## config.mk

```make
export PLATFORM = sky130hd
export DESIGN_NAME = doubly_linked_list_cursor
export DESIGN_NICKNAME = d
export VERILOG_FILES = /design/src/hdl/dllc_pkg.sv /design/src/hdl/dllc_ram.sv /design/src/hdl/doubly_linked_list_cursor.sv
export SDC_FILE = /design/constraint.sdc
export NUM_CORES = 1
export LEC_CHECK = 0
export BUFFER_PORTS_ARGS = -buffer_cell sky130_fd_sc_hd__buf_4
export CAP_MARGIN = 20
export CORE_ASPECT_RATIO = 1.5
export CORE_MARGIN = 5
export CORE_UTILIZATION = 45
export CTS_CLUSTER_DIAMETER = 40
export DETAILED_ROUTE_END_ITERATION = 8
export GPL_ROUTABILITY_DRIVEN = 0
export PLACE_DENSITY_LB_ADDON = 0.25
export SYNTH_ARGS = -nofsm -noshare
export SYNTH_HDL_FRONTEND = slang
export SYNTH_SLANG_ARGS = --single-unit
```

## constraint.sdc

```tcl
create_clock -name clk -period 12.1 [get_ports clk]
set_input_delay 0.605 -clock clk [delete_from_list [all_inputs] [get_ports clk]]
set_output_delay 0.605 -clock clk [all_outputs]
set_load 0.03 [all_outputs]
```

## src/hdl/dllc_pkg.sv

```systemverilog
// Package for the linked list cursor block: request and result types, codes.
// No dependencies.
package dllc_pkg;
  localparam int unsigned DEPTH_DEF = 16;
  localparam int unsigned VALUE_WIDTH_DEF = 32;

  typedef enum logic [2:0] {
    FN_INSERT = 3'd0, FN_FIRST = 3'd1, FN_FWD = 3'd2,
    FN_BACK = 3'd3, FN_REMOVE = 3'd4, FN_COUNT = 3'd5
  } func_t;

  typedef enum logic [1:0] {
    ST_OK = 2'd0, ST_END = 2'd1, ST_FULL = 2'd2, ST_UNSET = 2'd3
  } status_t;

  typedef enum logic [1:0] {
    PH_IDLE, PH_READ, PH_FIX
  } phase_t;

  typedef struct packed {
    logic [2:0]  func;
    logic [31:0] value_in;
  } req_t;

  typedef struct packed {
    logic [1:0]  status;
    logic [31:0] value_out;
    logic [4:0]  item_total;
  } res_t;
endpackage

```

## src/hdl/dllc_ram.sv

```systemverilog
// Generic single-port-write, single-read RAM with registered read data.
// No dependencies.
module dllc_ram #(
  parameter int unsigned WIDTH = 8,
  parameter int unsigned DEPTH = 16
) (
  input  logic                     clk,
  input  logic                     we,
  input  logic [$clog2(DEPTH)-1:0] waddr,
  input  logic [WIDTH-1:0]         wdata,
  input  logic [$clog2(DEPTH)-1:0] raddr,
  output logic [WIDTH-1:0]         rdata
);
  logic [WIDTH-1:0] mem [DEPTH];

  always_ff @(posedge clk) begin
    if (we) mem[waddr] <= wdata;
    rdata <= mem[raddr];
  end
endmodule

```

## src/hdl/doubly_linked_list_cursor.sv

```systemverilog
// Linked list with cursor over a node pool held in RAMs (value, fwd, back).
// The result strobe is registered from the read phase; a forward or
// backward step that lands on a node strobes from fix-up instead
// (second read for its value). One request at a time: read, fix-up with
// deferred back-link write, then idle for next accept. Results cannot stall.
// Reset: list empty, every node free, cursor unset; RAMs are not cleared.
// Depends on dllc_pkg and dllc_ram.
module doubly_linked_list_cursor import dllc_pkg::*; #(
  parameter int unsigned DEPTH = DEPTH_DEF,
  parameter int unsigned VALUE_WIDTH = VALUE_WIDTH_DEF
) (
  input  logic clk,
  input  logic rst_n,
  input  logic start,
  output logic busy,
  input  req_t in_req,
  output logic out_strobe,
  output res_t out_res
);
  localparam int unsigned AW = $clog2(DEPTH);
  localparam int unsigned PW = $clog2(DEPTH + 1);
  localparam logic [PW-1:0] NIL = PW'(DEPTH);

  phase_t ph_r, ph_nxt;
  logic [2:0] fn_r;
  logic [VALUE_WIDTH-1:0] vin_r;
  logic [DEPTH-1:0] free_r, free_nxt;
  logic [PW-1:0] head_r, head_nxt, cur_r, cur_nxt, cnt_r, cnt_nxt;
  logic [PW-1:0] node_r;
  logic strobe_r, strobe_nxt;
  res_t res_r, res_nxt;

  logic [AW-1:0] raddr;
  logic [VALUE_WIDTH-1:0] rval;
  logic [PW-1:0] rfwd, rbck;
  logic v_we, f_we, b_we;
  logic [AW-1:0] v_wa, f_wa, b_wa;
  logic [VALUE_WIDTH-1:0] v_wd;
  logic [PW-1:0] f_wd, b_wd;
  logic [PW-1:0] fix_ptr_r, fix_ptr_nxt, fix_val_r, fix_val_nxt;
  logic fix_en_r, fix_en_nxt;
  logic [PW-1:0] low_free;
  logic [PW-1:0] node_nxt;

  dllc_ram #(.WIDTH(VALUE_WIDTH), .DEPTH(DEPTH)) u_val (
    .clk, .we(v_we), .waddr(v_wa), .wdata(v_wd), .raddr, .rdata(rval));
  dllc_ram #(.WIDTH(PW), .DEPTH(DEPTH)) u_fwd (
    .clk, .we(f_we), .waddr(f_wa), .wdata(f_wd), .raddr, .rdata(rfwd));
  dllc_ram #(.WIDTH(PW), .DEPTH(DEPTH)) u_bck (
    .clk, .we(b_we), .waddr(b_wa), .wdata(b_wd), .raddr, .rdata(rbck));

  always_comb begin
    low_free = NIL;
    for (int i = DEPTH - 1; i >= 0; i--) begin
      if (free_r[i]) low_free = PW'(i);
    end
  end

  assign busy = (ph_r != PH_IDLE);
  assign out_strobe = strobe_r;
  assign out_res = res_r;

  always_comb begin
    ph_nxt = ph_r;
    free_nxt = free_r;
    head_nxt = head_r;
    cur_nxt = cur_r;
    cnt_nxt = cnt_r;
    node_nxt = node_r;
    strobe_nxt = 1'b0;
    res_nxt = res_r;
    fix_ptr_nxt = fix_ptr_r;
    fix_val_nxt = fix_val_r;
    fix_en_nxt = 1'b0;
    raddr = node_r[AW-1:0];
    v_we = 1'b0; f_we = 1'b0; b_we = 1'b0;
    v_wa = '0; f_wa = '0; b_wa = '0;
    v_wd = vin_r; f_wd = '0; b_wd = '0;
    unique case (ph_r)
      PH_IDLE: begin
        if (start) begin
          ph_nxt = PH_READ;
          unique case (in_req.func)
            FN_FIRST: node_nxt = head_r;
            default:  node_nxt = cur_r;
          endcase
          raddr = (in_req.func == FN_FIRST) ? head_r[AW-1:0] : cur_r[AW-1:0];
        end
      end
      PH_READ: begin
        ph_nxt = PH_FIX;
        strobe_nxt = 1'b1;
        res_nxt.value_out = '0;
        res_nxt.status = ST_OK;
        priority case (fn_r)
          FN_INSERT: begin
            if (low_free == NIL) begin
              res_nxt.status = ST_FULL;
            end else begin
              free_nxt[low_free[AW-1:0]] = 1'b0;
              v_we = 1'b1; v_wa = low_free[AW-1:0];
              f_we = 1'b1; f_wa = low_free[AW-1:0]; f_wd = head_r;
              b_we = 1'b1; b_wa = low_free[AW-1:0]; b_wd = NIL;
              fix_en_nxt = (head_r != NIL);
              fix_ptr_nxt = head_r; fix_val_nxt = low_free;
              head_nxt = low_free;
              cnt_nxt = cnt_r + PW'(1);
            end
          end
          FN_FIRST: begin
            if (head_r == NIL) begin
              res_nxt.status = ST_END;
            end else begin
              cur_nxt = head_r;
              res_nxt.value_out = 32'(rval);
            end
          end
          FN_FWD, FN_BACK: begin
            if (cur_r == NIL) begin
              res_nxt.status = ST_UNSET;
            end else begin
              node_nxt = (fn_r == FN_FWD) ? rfwd : rbck;
              if (node_nxt == NIL) begin
                res_nxt.status = ST_END;
              end else begin
                cur_nxt = node_nxt;
                raddr = node_nxt[AW-1:0];
                ph_nxt = PH_FIX;
                strobe_nxt = 1'b0;
              end
            end
          end
          FN_REMOVE: begin
            if (cur_r == NIL) begin
              res_nxt.status = ST_UNSET;
            end else begin
              res_nxt.value_out = 32'(rval);
              if (rbck != NIL) begin
                f_we = 1'b1; f_wa = rbck[AW-1:0]; f_wd = rfwd;
                cur_nxt = rbck;
              end else begin
                head_nxt = rfwd;
                cur_nxt = rfwd;
              end
              fix_en_nxt = (rfwd != NIL);
              fix_ptr_nxt = rfwd; fix_val_nxt = rbck;
              free_nxt[cur_r[AW-1:0]] = 1'b1;
              if (cnt_r != '0) cnt_nxt = cnt_r - PW'(1);
            end
          end
          default: ;
        endcase
        res_nxt.item_total = 5'(cnt_nxt);
      end
      PH_FIX: begin
        ph_nxt = PH_IDLE;
        if (fix_en_r) begin
          b_we = 1'b1; b_wa = fix_ptr_r[AW-1:0]; b_wd = fix_val_r;
        end
        if ((fn_r == FN_FWD || fn_r == FN_BACK) && !strobe_r) begin
          strobe_nxt = 1'b1;
          res_nxt.status = ST_OK;
          res_nxt.value_out = 32'(rval);
          res_nxt.item_total = 5'(cnt_r);
        end
      end
      default: ph_nxt = PH_IDLE;
    endcase
  end

  always_ff @(posedge clk) begin
    if (!rst_n) begin
      ph_r <= PH_IDLE;
      free_r <= '1;
      head_r <= NIL;
      cur_r <= NIL;
      cnt_r <= '0;
      strobe_r <= 1'b0;
      fix_en_r <= 1'b0;
    end else begin
      ph_r <= ph_nxt;
      free_r <= free_nxt;
      head_r <= head_nxt;
      cur_r <= cur_nxt;
      cnt_r <= cnt_nxt;
      strobe_r <= strobe_nxt;
      fix_en_r <= fix_en_nxt;
    end
  end

  always_ff @(posedge clk) begin
    if (ph_r == PH_IDLE && start) begin
      fn_r <= in_req.func;
      vin_r <= VALUE_WIDTH'(in_req.value_in);
    end
    node_r <= node_nxt;
    res_r <= res_nxt;
    fix_ptr_r <= fix_ptr_nxt;
    fix_val_r <= fix_val_nxt;
  end

  a_cnt_free: assert property (@(posedge clk) disable iff (!rst_n)
    32'(cnt_r) + 32'($countones(free_r)) == 32'(DEPTH))
    else $error("count and free map disagree");
  a_head_nil: assert property (@(posedge clk) disable iff (!rst_n)
    (cnt_r == '0) |-> (head_r == NIL))
    else $error("empty list with head set");
  a_strobe_once: assert property (@(posedge clk) disable iff (!rst_n)
    (ph_r == PH_IDLE && start) |=> ##2 (out_strobe || $past(out_strobe)))
    else $error("request without result");
  a_no_start_strobe: assert property (@(posedge clk) disable iff (!rst_n)
    out_strobe |=> !out_strobe)
    else $error("double result");
endmodule
```

; ---- Yosys cells after proc, flatten, opt, wreduce, memory -nomap -nowiden
; Memories as Yosys holds them, arrays and structs flattened. A register that Yosys moved wholly into a read port is not among the register bits.
; Index checks and enable logic that the tools add are counted.
[classes]
n_addsub = 2
mux = 108
bitwise_logic = 3
n_reduce_logical = 21
eq_ne = 24
n_lt_le_gt_ge = 4
[op_table]
columns = cell, count
row1 = $mux 5, 36
row2 = $pmux 39 s2, 1
row3 = $mux 4, 18
row4 = $mux 32, 2
row5 = $pmux 32 s2, 1
row6 = $pmux 5 s2, 5
row7 = $pmux 4 s2, 5
row8 = $mux 39, 1
row9 = $mux 16, 2
row10 = $pmux 16 s2, 1
row11 = $mux 1, 23
row12 = $eq 5x5->1 const B, 4
row13 = $ne 2x2->1 const B, 10
row14 = $and 16x16->16, 1
row15 = $not 16->16, 1
row16 = $or 16x16->16, 1
row17 = $ne 5x5->1 const B, 3
row18 = $pmux 5 s3, 1
row19 = $lt 4x5->1 const B, 2
row20 = $demux 1 s4, 2
row21 = $ge 4x1->1 const B, 2
row22 = $mux 2, 4
row23 = $pmux 1 s2, 4
row24 = $pmux 2 s4, 1
row25 = other kinds (21), 31
[word_totals]
ff_bits = 122
word_cells = 180
input_bits = 38
output_inout_bits = 41
ram_bits = 672
mem_count = 3
[memory_table]
columns = memory, words, width, read_ports, rd_clocked_by_memory_dff, wr, line_no
row1 = u_val.mem, 16, 32, 1, 1, 1, dllc_ram.sv:14  ; logic [WIDTH-1:0] mem [DEPTH];
row2 = u_bck.mem, 16, 5, 1, 1, 1, dllc_ram.sv:14
row3 = u_fwd.mem, 16, 5, 1, 1, 1, dllc_ram.sv:14

; ---- Depth between registers and ports, before layout
; Gate-level depths: netlist (run 1).
[logic_depth]
word_depth = 24
depth_mapped = 13

; ---- Hierarchy
; A second synthesis (run 1) with hierarchy kept.
[hier_totals]
cells_unflattened = 1702
area_unflattened_um2 = 32292.2
[modules_own_cells]
columns = mod, area_each_um2, seq_area_each_um2, cells_each, n_inst
row1 = dllc_ram at u_val, 19835.3, 16015.4, 838, 1
row2 = dllc_ram at u_bck ..., 3213.1, 2502.4, 155, 2
row3 = doubly_linked_list_cursor, 6030.8, 3313.2, 554, 1

; ---- Least setup slack after synthesis (run 1)
; Ideal clock, no wire load.
[synth_timing]
kind = reg-to-reg
start = register fn_r[1]
end = memory u_val.mem[12][0] (netlist name) (enable)
path_stages_with_launch = 7
synth_period_minus_slack_ns = 5.364
setup_ns = 0.502
t_required_ns = 11.598
arrival_time_ns = 4.862
path_buffers = 1
path_slack_ns = 6.736
path_cell_list = edfxtp_1 or2_2 clkbuf_1 nor2_1 nand2_1 or3_1 nor4_1
[synth_via]
elab_chain_cells = 5
word_cells_on_any_way = 7
cone_classes = mux: 6 / reduce/logical: 1
[synth_lines]
columns = element, line_no
row1 = "start, declared", doubly_linked_list_cursor.sv:25  ; logic [2:0] fn_r;
row2 = "start signal, assigned", doubly_linked_list_cursor.sv:193  ; fn_r <= in_req.func;
row3 = $logic_not 3->1 (*), doubly_linked_list_cursor.sv:95  ; priority case (fn_r)
row4 = $mux 1, doubly_linked_list_cursor.sv:95
row5 = $mux 1, doubly_linked_list_cursor.sv:79  ; unique case (ph_r)
row6 = $mux 1, dllc_ram.sv:17  ; if (we) mem[waddr] <= wdata;
row7 = $mux 1 (not written as such), dllc_ram.sv:17
row8 = "end, declared", dllc_ram.sv:14
; Mark *: on every way between the ends. The rest lies on a longest branch, timed or not.

; ---- Worst setup path after layout (run 1)
[layout_timing]
start = register fn_r[2]
end = register u_val.rdata[7] (read register of u_val.mem)
[layout_via]
elab_chain_cells = 7
word_cells_on_any_way = 9
cone_classes = eq/ne: 3 / mux: 5 / reduce/logical: 1
[layout_lines]
columns = element, line_no
row1 = $eq 3x2->1, "doubly_linked_list_cursor.sv:95, doubly_linked_list_cursor.sv:122"
row2 = $mux 5, doubly_linked_list_cursor.sv:122  ; node_nxt = (fn_r == FN_FWD) ? rfwd : rbck;
row3 = $eq 5x5->1, doubly_linked_list_cursor.sv:123  ; if (node_nxt == NIL) begin
row4 = $mux 4, doubly_linked_list_cursor.sv:123
row5 = $mux 4, doubly_linked_list_cursor.sv:119  ; if (cur_r == NIL) begin
row6 = $mux 4 (*), doubly_linked_list_cursor.sv:95
row7 = $pmux 4 s2 (*), doubly_linked_list_cursor.sv:79
row8 = "end, declared", dllc_ram.sv:12  ; output logic [WIDTH-1:0] rdata
; Marked as above.
; A chain may end at the register's enable or synchronous reset.

==> results of run 1 <==
==> layout by cell type, fill, tap and decap left out, types with 5 or more instances in the layout <==
cell type and instances:
and3_1 10, a31oi_1 8, o21ai_1 6, clkbuf_16 87
nor2b_1 7, clkbuf_8 5, nor3_1 25, nor2_1 70
clkinv_2 6, mux2i_1 642, nand3_1 9, a32oi_1 7
nor4_1 12, clkinv_4 8, buf_4 115, edfxtp_1 759
o21ai_0 22, ha_1 5, clkbuf_1 8, clkinv_1 8
clkinvlp_4 8, a211oi_1 13, a21oi_1 59, o31ai_1 5
dfxtp_1 77, nor4_2 5, inv_6 9, nand2_1 84
or3_1 5, nor3_2 8, bufinv_16 13, and2_1 38
inv_1 16
==> through the flow <==
| stage | setup slack [ps] | util (%) | hold WS (ps) | cells |
|---|---|---|---|---|
| detailed placement | 6110 | 47.6 | 487 | 3088 |
| global placement | 6270 | 47.6 | 487 | 3087 |
| floorplan | 6740 | - | 481 | 2077 |
| CTS | 6040 | 51.8 | 78.4 | 3251 |
| global route | 5660 | 51.8 | 101 | 3253 |
| finish | 6010 | 51.8 | 123 | 3253 |
==> final cells by class <==
cell class | count | area, um2
Fill cell | 6163 | 36200
Sequential cell | 836 | 24300
Multi-Input combinational cell | 1119 | 9240
Clock buffer | 100 | 2280
Tap cell | 1000 | 1250
Timing Repair Buffer | 118 | 907
Clock inverter | 63 | 853
Inverter | 17 | 63.8
==> worst max-delay path, delay by kind of cell (launching register included) <==
| family | cells | cell delay (ps) |
|---|---|---|
| flops | 1 | 770 |
| buf+inv | 3 | 2600 |
| mux | 5 | 1000 |
| compound gates | 1 | 300 |
| simple gates | 2 | 1170 |
==> cells by family (layout without fill, tap and decap cells) <==
kind of cell               Yosys count  after routing
adders and majority gates            5              5
xor gates and xnor gates             3              3
muxes                              644            644
DFF                                836            836
and+or+nand+nor                    296            296
AOI/OAI and AO/OA                  171            171
buffers and inverters              122            298
==> power by group <==
group          switching, mW  internal (mW)  total (mW)
sequential            0.0710           3.24        3.31
combinational          0.486          0.375       0.861
clock                   1.17           1.67        2.84
total                   1.72           5.28        7.01
==> flip-flops by register name, indices dropped and copies added, names as in the netlist, 5 cells and up <==
register	flops
u_val.rdata	32
out_res	39
cnt_r	5
u_bck.rdata	5
v_wd	32
free_r	16
cur_r	5
u_val.mem	512
fix_val_r	5
u_fwd.mem	80
head_r	5
u_fwd.rdata	5
u_bck.mem	80
==> routing by layer <==
metal / routed length, um / up-vias
met5: 0 / -
met4: 2430 / 0
met3: 2920 / 132
met2: 40000 / 476
met1: 30400 / 9270
li1: - / 8269
==> final timing paths <==
| check | cells after the start | from | endpoint |
|---|---|---|---|
| hold reg to reg | 1 | u_val.rdata[19] | out_res[24] |
| setup reg to reg | 11 | fn_r[2] | u_val.rdata[7] |
| setup / recovery | 11 | fn_r[2] | u_val.rdata[7] |
| hold / removal | 1 | in_req[32] | fn_r[0] |
==> flow_metrics.py, run 1 <==
metrics = {
    "detailed_routing": {
        "drt.antenna.violating_nets": 0,
        "dr.pass1.iters": 8,
        "via_per_inst": 5.58,
        "totalWireLength_mm": 75.8,
        "num_vias": 18147,
        "wire_per_inst_um": 23.3,
        "drtIter0Drc": 1393,
        "drc": 0,
    },
    "logic_synthesis": {
        "yosys-mux-area-fraction_pct": 18.9,
        "synth_top_cell_by_area": "edfxtp_1",
        "synth_seq_cells": 836,
        "synth_ff_type": "edfxtp_1",
        "synth_common_cells": "edfxtp_1, mux2i_1, nand2_1",
        "synth_fa_ha_area_share_pct": 0.184,
        "syn-num-nets": 2120,
        "synth_top_family_by_area": "multiplexers",
        "synth_edf_count": 759,
        "yosysTopAreaCellShare_pct": 67.0,
        "syn_area_mm2": 0.0340,
        "seq_area_frac_synth_pct": 71.5,
        "yosysWarnings": 0,
        "synthTopCellsByArea": "edfxtp_1, mux2i_1, dfxtp_1",
        "syn_avg_cell_area_um2": 16.4,
        "synth_compound_area_share_pct": 3.24,
        "synthMostInstantiatedCell": "edfxtp_1",
        "synth_xor_area_share_pct": 0.0772,
        "yosysUniqueCellTypes": 59,
        "syn_inst": 2077,
        "synthSimpleGateAreaFrac_pct": 4.23,
        "async_reset_ff_share_pct": 0,
    },
    "hold_path": {
        "hp-class": "in2reg",
    },
    "timing": {
        "post-route-period-util_pct": 50.4,
        "fin_skew_ps": 39.0,
        "tightest_slew_ps": 1110,
        "min_period_ps": 6090,
        "setup-violations-final": 0,
        "slew_viol_final": 0,
        "finalSetupTns_ps": 0,
        "slew_headroom_pct": 26.3,
        "fmaxAchievable_mhz": 164,
        "timing_hold_violations_final": 0,
        "rsz0062_at_grt": "no",
    },
    "floorplan": {
        "io_pins": 79,
        "die_y_um": 347,
        "die_w_um": 235,
        "core_area_mm2": 0.0751,
        "num_rows": 123,
        "start_util_pct": 45.3,
        "dieArea_mm2": 0.0814,
    },
    "cts": {
        "post_cts_buffers": 0,
        "clk-insertion-delay-late_ps": 670,
        "cts_tree": "yes",
        "postCtsHoldBufs": 0,
        "numCtsBuffers": 87,
        "cts_resized": 0,
        "cts_sinks": 836,
        "clkTransAtPathRegs_ps": 70,
        "cts_buffer_depth": 3,
        "root_buffer": "clkbuf_16",
        "h-tree-depth": 3,
    },
    "global_routing": {
        "grt-ovfl-total": 0,
        "grt_pass1_wl_mm": 113,
        "top_usage_layer": "met2",
        "grtUsageTotal_pct": 18.3,
        "use_met2_pct": 33.1,
        "met1_usage_pct": 22.3,
        "use_met3_pct": 2.49,
        "grt_max_degree": 132,
        "grt_pass1_vias": 18491,
        "antenna_found_initial": 0,
    },
    "placement": {
        "io_buffers": 78,
        "dpl.hpwl_mm": 42.0,
        "place_area_mm2": 0.0358,
    },
    "cells_and_area": {
        "syn2layout_area_growth_pct": 14.4,
        "nNetsFinal": 2222,
        "stdcell_area_mm2": 0.0389,
        "drive_gt1_share_pct": 13.0,
        "num_antenna_cells": 0,
    },
    "setup_path": {
        "slowest_delay_ps": 960,
        "required_ps": 12590,
        "critPathMaxFanout": 62,
        "cp-end-kind": "register",
        "reg2reg_slack_ps": 6010,
        "crit_top_cell": "mux2i_1",
        "cp.arrival_ps": 6590,
        "crit_path_start_kind": "register",
        "cp_slowest_cell": "buf_4",
        "worstSetupPathType": "reg2reg",
        "path_cells": "nor3b_2 -> mux2i_1 -> or4b_1 -> a311oi_4 -> buf_4 -> buf_4 -> buf_4 -> mux2i_1 -> mux2i_1 -> mux2i_1 -> mux2i_1",
    },
    "run_status": {
        "status": "complete, no violations",
    },
    "pwr": {
        "power.density_mw_per_mm2": 180,
        "p_total_mw": 7.01,
        "peakVddDrop_uv": 102,
        "leakage_nw": 14.7,
    },
    "job": {
        "cap_violations": 0,
    },
}
Power figures use the tool's default switching activity.
==> inputs of run 2 (changes only) <==
--- a/config.mk
+++ b/config.mk
@@ -5,6 +5,7 @@
 export SDC_FILE = /design/constraint.sdc
 export NUM_CORES = 1
 export LEC_CHECK = 0
+export ABC_AREA = 1
 export BUFFER_PORTS_ARGS = -buffer_cell sky130_fd_sc_hd__buf_4
 export CAP_MARGIN = 20
 export CORE_ASPECT_RATIO = 1.5
==> constraint.sdc (replaced) <==
create_clock -name clk -period 5.85 [get_ports clk]
set_input_delay 0.2925 -clock clk [delete_from_list [all_inputs] [get_ports clk]]
set_output_delay 0.2925 -clock clk [all_outputs]
set_load 0.03 [all_outputs]
==> run 2 against run 1 <==
  * Core utilization is 0.15 points higher
  * Combinational power grew to 3.9 times the previous value
  * Via count increased by 37%
  * Register-to-register slack lost 4200 ps
  * Hold slack better by 220 ps
  * Synthesized cell count up 64%
  * Routed wire length grew 22%
  * Clock power increased by 120%
  * First-iteration DRC count rose by 59%
  * Non-clock buffer count up 48
  * Cell count increased by 41%
  * Maximum frequency grew 51%
  * Critical path type unchanged
  * Highest routed layer unchanged
==> flow_metrics.py, run 2 <==
metrics = {
    "timing": {
        "setup-violations-final": 0,
        "min_period_ps": 4030,
        "timing_hold_violations_final": 0,
        "slew_headroom_pct": 24.9,
        "fmaxAchievable_mhz": 248,
        "finalWorstSetupSlack_ps": 1820,
        "slew_viol_final": 0,
        "fin_skew_ps": 25.7,
        "post-route-period-util_pct": 68.8,
        "tightest_slew_ps": 1130,
        "rsz0062_at_grt": "no",
        "finalSetupTns_ps": 0,
    },
    "setup_path": {
        "reg2reg_to": "u_fwd.mem[12][1]",
        "required_ps": 6140,
        "crit_path_end": "u_fwd.mem[12][1]",
        "critPathMaxFanout": 32,
        "crit_start": "fn_r[1]",
        "r2r_start": "fn_r[1]",
        "worstSetupPathType": "reg2reg",
        "reg2reg_slack_ps": 1820,
        "cp.arrival_ps": 4310,
        "crit_path_start_kind": "register",
        "cp-end-kind": "register",
        "rr_worst_depth": 12,
    },
    "logic_synthesis": {
        "synth_top_cell_by_area": "edfxtp_1",
        "syn_inst": 3400,
        "yosysTopAreaCellShare_pct": 63.0,
        "synthTopCellsByArea": "edfxtp_1, nand3_1, nand2_1",
        "yosysUniqueCellTypes": 45,
        "syn-num-nets": 3443,
        "synth_common_cells": "edfxtp_1, nand2_1, nand3_1",
        "yosysWarnings": 0,
        "synthMostInstantiatedCell": "edfxtp_1",
        "synth_edf_count": 759,
        "syn_area_mm2": 0.0362,
        "synth_seq_cells": 836,
        "synth_ff_type": "edfxtp_1",
        "seq_area_frac_synth_pct": 67.3,
        "syn_avg_cell_area_um2": 10.6,
        "async_reset_ff_share_pct": 0,
    },
    "cts": {
        "clkTransAtPathRegs_ps": 60,
        "cts_buffer_depth": 3,
        "root_buffer": "clkbuf_16",
        "numCtsBuffers": 99,
        "post_cts_buffers": 0,
        "clk-insertion-delay-late_ps": 670,
        "cts_tree": "yes",
        "h-tree-depth": 3,
        "cts_sinks": 836,
    },
    "detailed_routing": {
        "wl_met2_mm": 48.0,
        "wl_met1_mm": 35.9,
        "via_per_inst": 5.40,
        "wire_per_inst_um": 20.2,
        "wl_met3_mm": 5.43,
        "dr.pass1.iters": 6,
        "drtIter0Drc": 2215,
        "drt.antenna.violating_nets": 0,
        "highest_layer": "met4",
        "totalWireLength_mm": 92.9,
        "num_vias": 24801,
        "drc": 0,
    },
    "hold_path": {
        "hp-class": "in2reg",
    },
    "pwr": {
        "peakVddDrop_uv": 293,
        "switching_share_pct": 31.1,
        "seqPwrFrac_pct": 41.9,
        "leakage_nw": 16.7,
        "p_switching_mw": 5.20,
        "p_clk_share_pct": 38.0,
        "pwr-share-comb_pct": 20.0,
        "p_int_mw": 11.5,
        "power.density_mw_per_mm2": 402,
    },
    "floorplan": {
        "dieArea_mm2": 0.0862,
        "die_w_um": 241,
        "io_pins": 79,
        "die_y_um": 357,
        "core_area_mm2": 0.0799,
        "num_rows": 127,
        "start_util_pct": 45.2,
    },
    "cells_and_area": {
        "num_antenna_cells": 0,
        "largest_registers": "u_val.mem x512, u_bck.mem x80, u_fwd.mem x80",
        "nFillCells": 6947,
        "largest_reg_flops": 512,
        "final_common_cell": "edfxtp_1",
        "drive_gt1_share_pct": 9.44,
        "final_cell_mix": "edfxtp_1, nand2_1, nand3_1, inv_1, nand3b_1",
        "nNetsFinal": 3516,
        "largest-register": "u_val.mem",
        "syn2layout_area_growth_pct": 14.9,
    },
    "global_routing": {
        "grt_pass1_vias": 24325,
        "grt-ovfl-total": 0,
        "grt_max_degree": 179,
        "antenna_found_initial": 0,
        "grtUsageTotal_pct": 21.2,
        "grt_pass1_wl_mm": 141,
    },
    "placement": {
        "dpl.hpwl_mm": 49.2,
        "io_buffers": 78,
        "place_ws_ps": 1950,
    },
    "job": {
        "cap_violations": 0,
    },
    "run_status": {
        "status": "complete, no violations",
    },
}
==> run 2: cell count changes after synthesis, moves of 14 or more <==
cell,delta
nor3_1,-22
nand3_1,+693
nand3b_1,+159
buf_4,-14
mux2i_1,-641
nor2_1,+43
nor4_1,-17
inv_1,+440
and2_1,-38
buf_2,+50
o21ai_0,+31
clkbuf_1,+41
nand2_1,+657
==> run 2: layer usage <==
metal	vias to the layer above	GRT usage, %
met1	11993	26.2
met2	869	37.5
li1	11705	-
met4	0	8.51
met5	-	0
met3	234	2.83
==> run 2: power by group through the flow <==
stage / Sequential (mW) / Clock [mW] / Combinational, mW
global route: 7.01 / 6.68 / 3.68
finish: 7.00 / 6.35 / 3.34
CTS: 7.00 / 6.45 / 3.35
global placement: 7.12 / 0 / 3.30
detailed placement: 7.12 / 0 / 3.32
floorplan: 7.07 / 0 / 2.38
==> run 2: how the worst min path moves through the flow <==
stage	startpoint	end	slack, ps	cells after the start
2_1_floorplan	in_req[32]	fn_r[0]	390	0
3_3_place_gp	in_req[21]	v_wd[21]	470	1
3_5_place_dp	in_req[3]	v_wd[3]	470	1
4_1_cts	in_req[32]	fn_r[0]	300	2
5_1_grt	in_req[32]	fn_r[0]	340	2
6_report	in_req[32]	fn_r[0]	340	2
==> run 2: cell type report <==
type / instances / area (um2) / share of cell area (%)
sequential: 836 / 24300 / 58.6
multi-input combinational: 1906 / 9310 / 22.4
clock buffer: 116 / 2570 / 6.19
clock inverter: 72 / 871 / 2.10
timing repair buffer: 166 / 1420 / 3.41
inverter: 464 / 1740 / 4.20
tap: 1032 / 1290 / 3.11
==> run 2: metrics by stage <==
step           area [um2]  std cells  utilization, %  power, mW  hold slack [ps]
2_1_floorplan       36200       3400               -       9.45              391
3_3_place_gp        37700       4365            47.2       10.4              471
3_5_place_dp        37700       4366            47.2       10.4              472
4_1_cts             41500       4591            52.0       16.8              301
5_1_grt             41500       4592            52.0       17.4              338
6_report            41500       4592            52.0       16.7              342
==> run 2: cells by family after synthesis <==
family                     after synthesis  share of synthesized area (%)
and+or+nand+nor                       1742                           22.4
DFF                                    836                           67.3
xor gates and xnor gates                 3                         0.0727
adders and majority gates                5                          0.173
AOI/OAI and AO/OA                      155                           2.56
muxes                                    1                         0.0277
buffers and inverters                  658                           7.49
==> run 2: what timing repair did <==
item                                    CTS  global route
endpoints found under the setup margin    0             0
gates resized for setup                   0             0
endpoints found under the hold margin    55             0
hold buffers                             37             0
==> run 2: critical path, cell delays in order (launching register included) <==
cell,delay (ps)
edfxtp_1,460
nor2_2,350
inv_1,170
nor2_1,120
buf_4,310
inv_1,410
nor2_1,260
inv_1,80
o21ai_0,480
nand2_1,180
inv_1,110
nand2_1,140
nor2_1,530
==> inputs of run 3 (changes only) <==
==> constraint.sdc (replaced) <==
create_clock -name clk -period 3.25 [get_ports clk]
set_input_delay 0.1625 -clock clk [delete_from_list [all_inputs] [get_ports clk]]
set_output_delay 0.1625 -clock clk [all_outputs]
set_load 0.03 [all_outputs]
==> run 3 against run 2 <==
  * Sequential share of layout area is 1.2 points lower
  * Die area stayed put
  * Setup slack worse by 1600 ps
  * First-iteration DRC count is 13% lower
  * Combinational power is 96% higher
  * Register-to-register slack worse by 1600 ps
  * Critical path type unchanged
==> flow_metrics.py, run 3 (synthesis results as in run 2) <==
metrics = {
    "global_routing": {
        "grt_max_degree": 145,
        "antenna_found_initial": 1,
        "grt_pass1_wl_mm": 141,
        "grt-ovfl-total": 0,
        "grt_pass1_vias": 24407,
        "grtUsageTotal_pct": 21.0,
    },
    "cts": {
        "clk-insertion-delay-late_ps": 660,
        "post_cts_buffers": 0,
        "cts_sinks": 836,
        "numCtsBuffers": 97,
        "h-tree-depth": 3,
        "cts_buffer_depth": 3,
        "root_buffer": "clkbuf_16",
        "clkTransAtPathRegs_ps": 60,
        "cts_tree": "yes",
    },
    "timing": {
        "min_period_ps": 3030,
        "fmaxAchievable_mhz": 330,
        "finalWorstSetupSlack_ps": 216,
        "setup-violations-final": 0,
        "slew_headroom_pct": 31.0,
        "fin_skew_ps": 24.6,
        "holdWs_ps": 227,
        "rsz0062_at_grt": "no",
        "tightest_slew_ps": 1030,
        "timing_hold_violations_final": 0,
        "slew_viol_final": 0,
        "post-route-period-util_pct": 93.4,
    },
    "run_status": {
        "status": "complete, no violations",
    },
    "setup_path": {
        "crit_buf_inv": 1,
        "cp-end-kind": "register",
        "cp.arrival_ps": 3640,
        "path_cells": "nor2_8 -> nand2_4 -> nand2_1 -> nand2_2 -> nand3_1 -> o21bai_2 -> nand2_2 -> nand2_1 -> nand2_1 -> nand2_1 -> o21ai_4 -> clkbuf_8 -> nand3_1 -> nand3_1 -> nand3_1 -> nand2_1",
        "r2r_start": "fn_r[2]",
        "worstSetupPathType": "reg2reg",
        "critPathMaxFanout": 72,
        "crit_family": "simple AND/OR/NAND/NOR gates",
        "required_ps": 3850,
        "cp_slowest_cell": "clkbuf_8",
        "crit_top_cell": "nand2_1",
        "crit_start": "fn_r[2]",
        "crit_path_start_kind": "register",
        "slowest_delay_ps": 650,
    },
    "job": {
        "cap_violations": 0,
    },
    "pwr": {
        "p_int_mw": 20.9,
        "power.density_mw_per_mm2": 712,
        "seqPwrFrac_pct": 41.7,
        "pwr-share-comb_pct": 21.7,
        "p_switching_mw": 9.30,
        "peakVddDrop_uv": 386,
        "switching_share_pct": 30.8,
        "p_clk_share_pct": 36.6,
        "p_total_mw": 30.2,
        "leakage_nw": 17.1,
    },
    "floorplan": {
        "core_area_mm2": 0.0799,
        "start_util_pct": 45.2,
        "dieArea_mm2": 0.0862,
        "die_w_um": 241,
        "num_rows": 127,
        "die_y_um": 357,
        "io_pins": 79,
    },
    "placement": {
        "place_ws_ps": 191,
        "place_area_mm2": 0.0387,
        "io_buffers": 78,
        "dpl.hpwl_mm": 51.7,
    },
    "cells_and_area": {
        "final_cell_mix": "edfxtp_1, nand2_1, nand3_1, inv_1, nand3b_1",
        "final_common_cell": "edfxtp_1",
        "drive_gt1_share_pct": 10.8,
        "nNetsFinal": 3577,
        "largest_reg_flops": 512,
        "largest-register": "u_val.mem",
        "largest_registers": "u_val.mem x512, u_bck.mem x80, u_fwd.mem x80",
        "fin_util_pct": 53.0,
        "syn2layout_area_growth_pct": 17.3,
        "stdcell_area_mm2": 0.0424,
        "num_antenna_cells": 0,
    },
    "detailed_routing": {
        "drtIter0Drc": 1923,
        "num_vias": 24755,
        "totalWireLength_mm": 92.2,
        "wire_per_inst_um": 19.8,
        "drc": 0,
        "drt.antenna.violating_nets": 0,
        "via_per_inst": 5.33,
        "dr.pass1.iters": 8,
    },
    "hold_path": {
        "worstHoldStart": "in_req[3]",
        "hp-class": "in2reg",
    },
}
## run 3: cell types whose count changed in the layout (fill, tap and decap cells not counted), sizes merged
cell and delta:
clkinv +2, inv -5, buf +61, clkinvlp -2, clkbuf +2, bufinv -2
## run 3: path summary, 6_finish.rpt
| check | endpoint | slack (ps) | cells past startpoint |
|---|---|---|---|
| hold reg to reg | out_res[34] | 470 | 2 |
| setup reg to reg | u_val.rdata[14] | 220 | 16 |
| setup / recovery | u_val.rdata[14] | 220 | 16 |
| hold / removal | v_wd[3] | 230 | 2 |
## run 3: layout make-up
type | count | area (um2)
Clock buffer | 116 | 2590
Inverter | 464 | 1740
Fill cell | 6803 | 37500
Sequential cell | 836 | 24300
Timing Repair Buffer | 229 | 2400
Clock inverter | 65 | 723
Tap cell | 1032 | 1290
Multi-Input combinational cell | 1906 | 9310
## run 3: repair_timing
action                                  CTS  global route
endpoints found under the hold margin    65             0
resized for setup                         0             5
endpoints found under the setup margin    0            18
hold buffers                             37             0
## run 3: worst register-to-register path, cell delays in order, from the launching register on
cell and delay (ps):
edfxtp_1 540, nor2_8 230, nand2_4 110, nand2_1 90, nand2_2 70, nand3_1 120
o21bai_2 100, nand2_2 130, nand2_1 60, nand2_1 130, nand2_1 110, o21ai_4 130
clkbuf_8 650, nand3_1 200, nand3_1 110, nand3_1 100, nand2_1 100
## run 3: routing by layer
layer | global-route usage, % | share of wire [%] | up-vias
met4 | 9.04 | 4.1 | 2
met3 | 2.93 | 5.4 | 230
met2 | 36.9 | 52 | 794
met5 | 0 | 0.014 | -
li1 | - | - | 11825
met1 | 25.8 | 39 | 11904
## run 3: per-stage QoR
step / cells / setup TNS (ps)
floorplan: 3400 / -22830
global placement: 4429 / 0
detailed placement: 4429 / 0
CTS: 4647 / 0
global route: 4648 / 0
finish: 4648 / 0
## run 3: power by group through the flow
stage	Sequential [mW]	Clock, mW	Combinational, mW
after CTS	12.6	11.2	6.55
after detailed placement	12.8	0	6.48
final	12.6	11.1	6.54
after global placement	12.8	0	6.45
after floorplan	12.7	0	4.28
after global routing	12.6	11.7	7.23
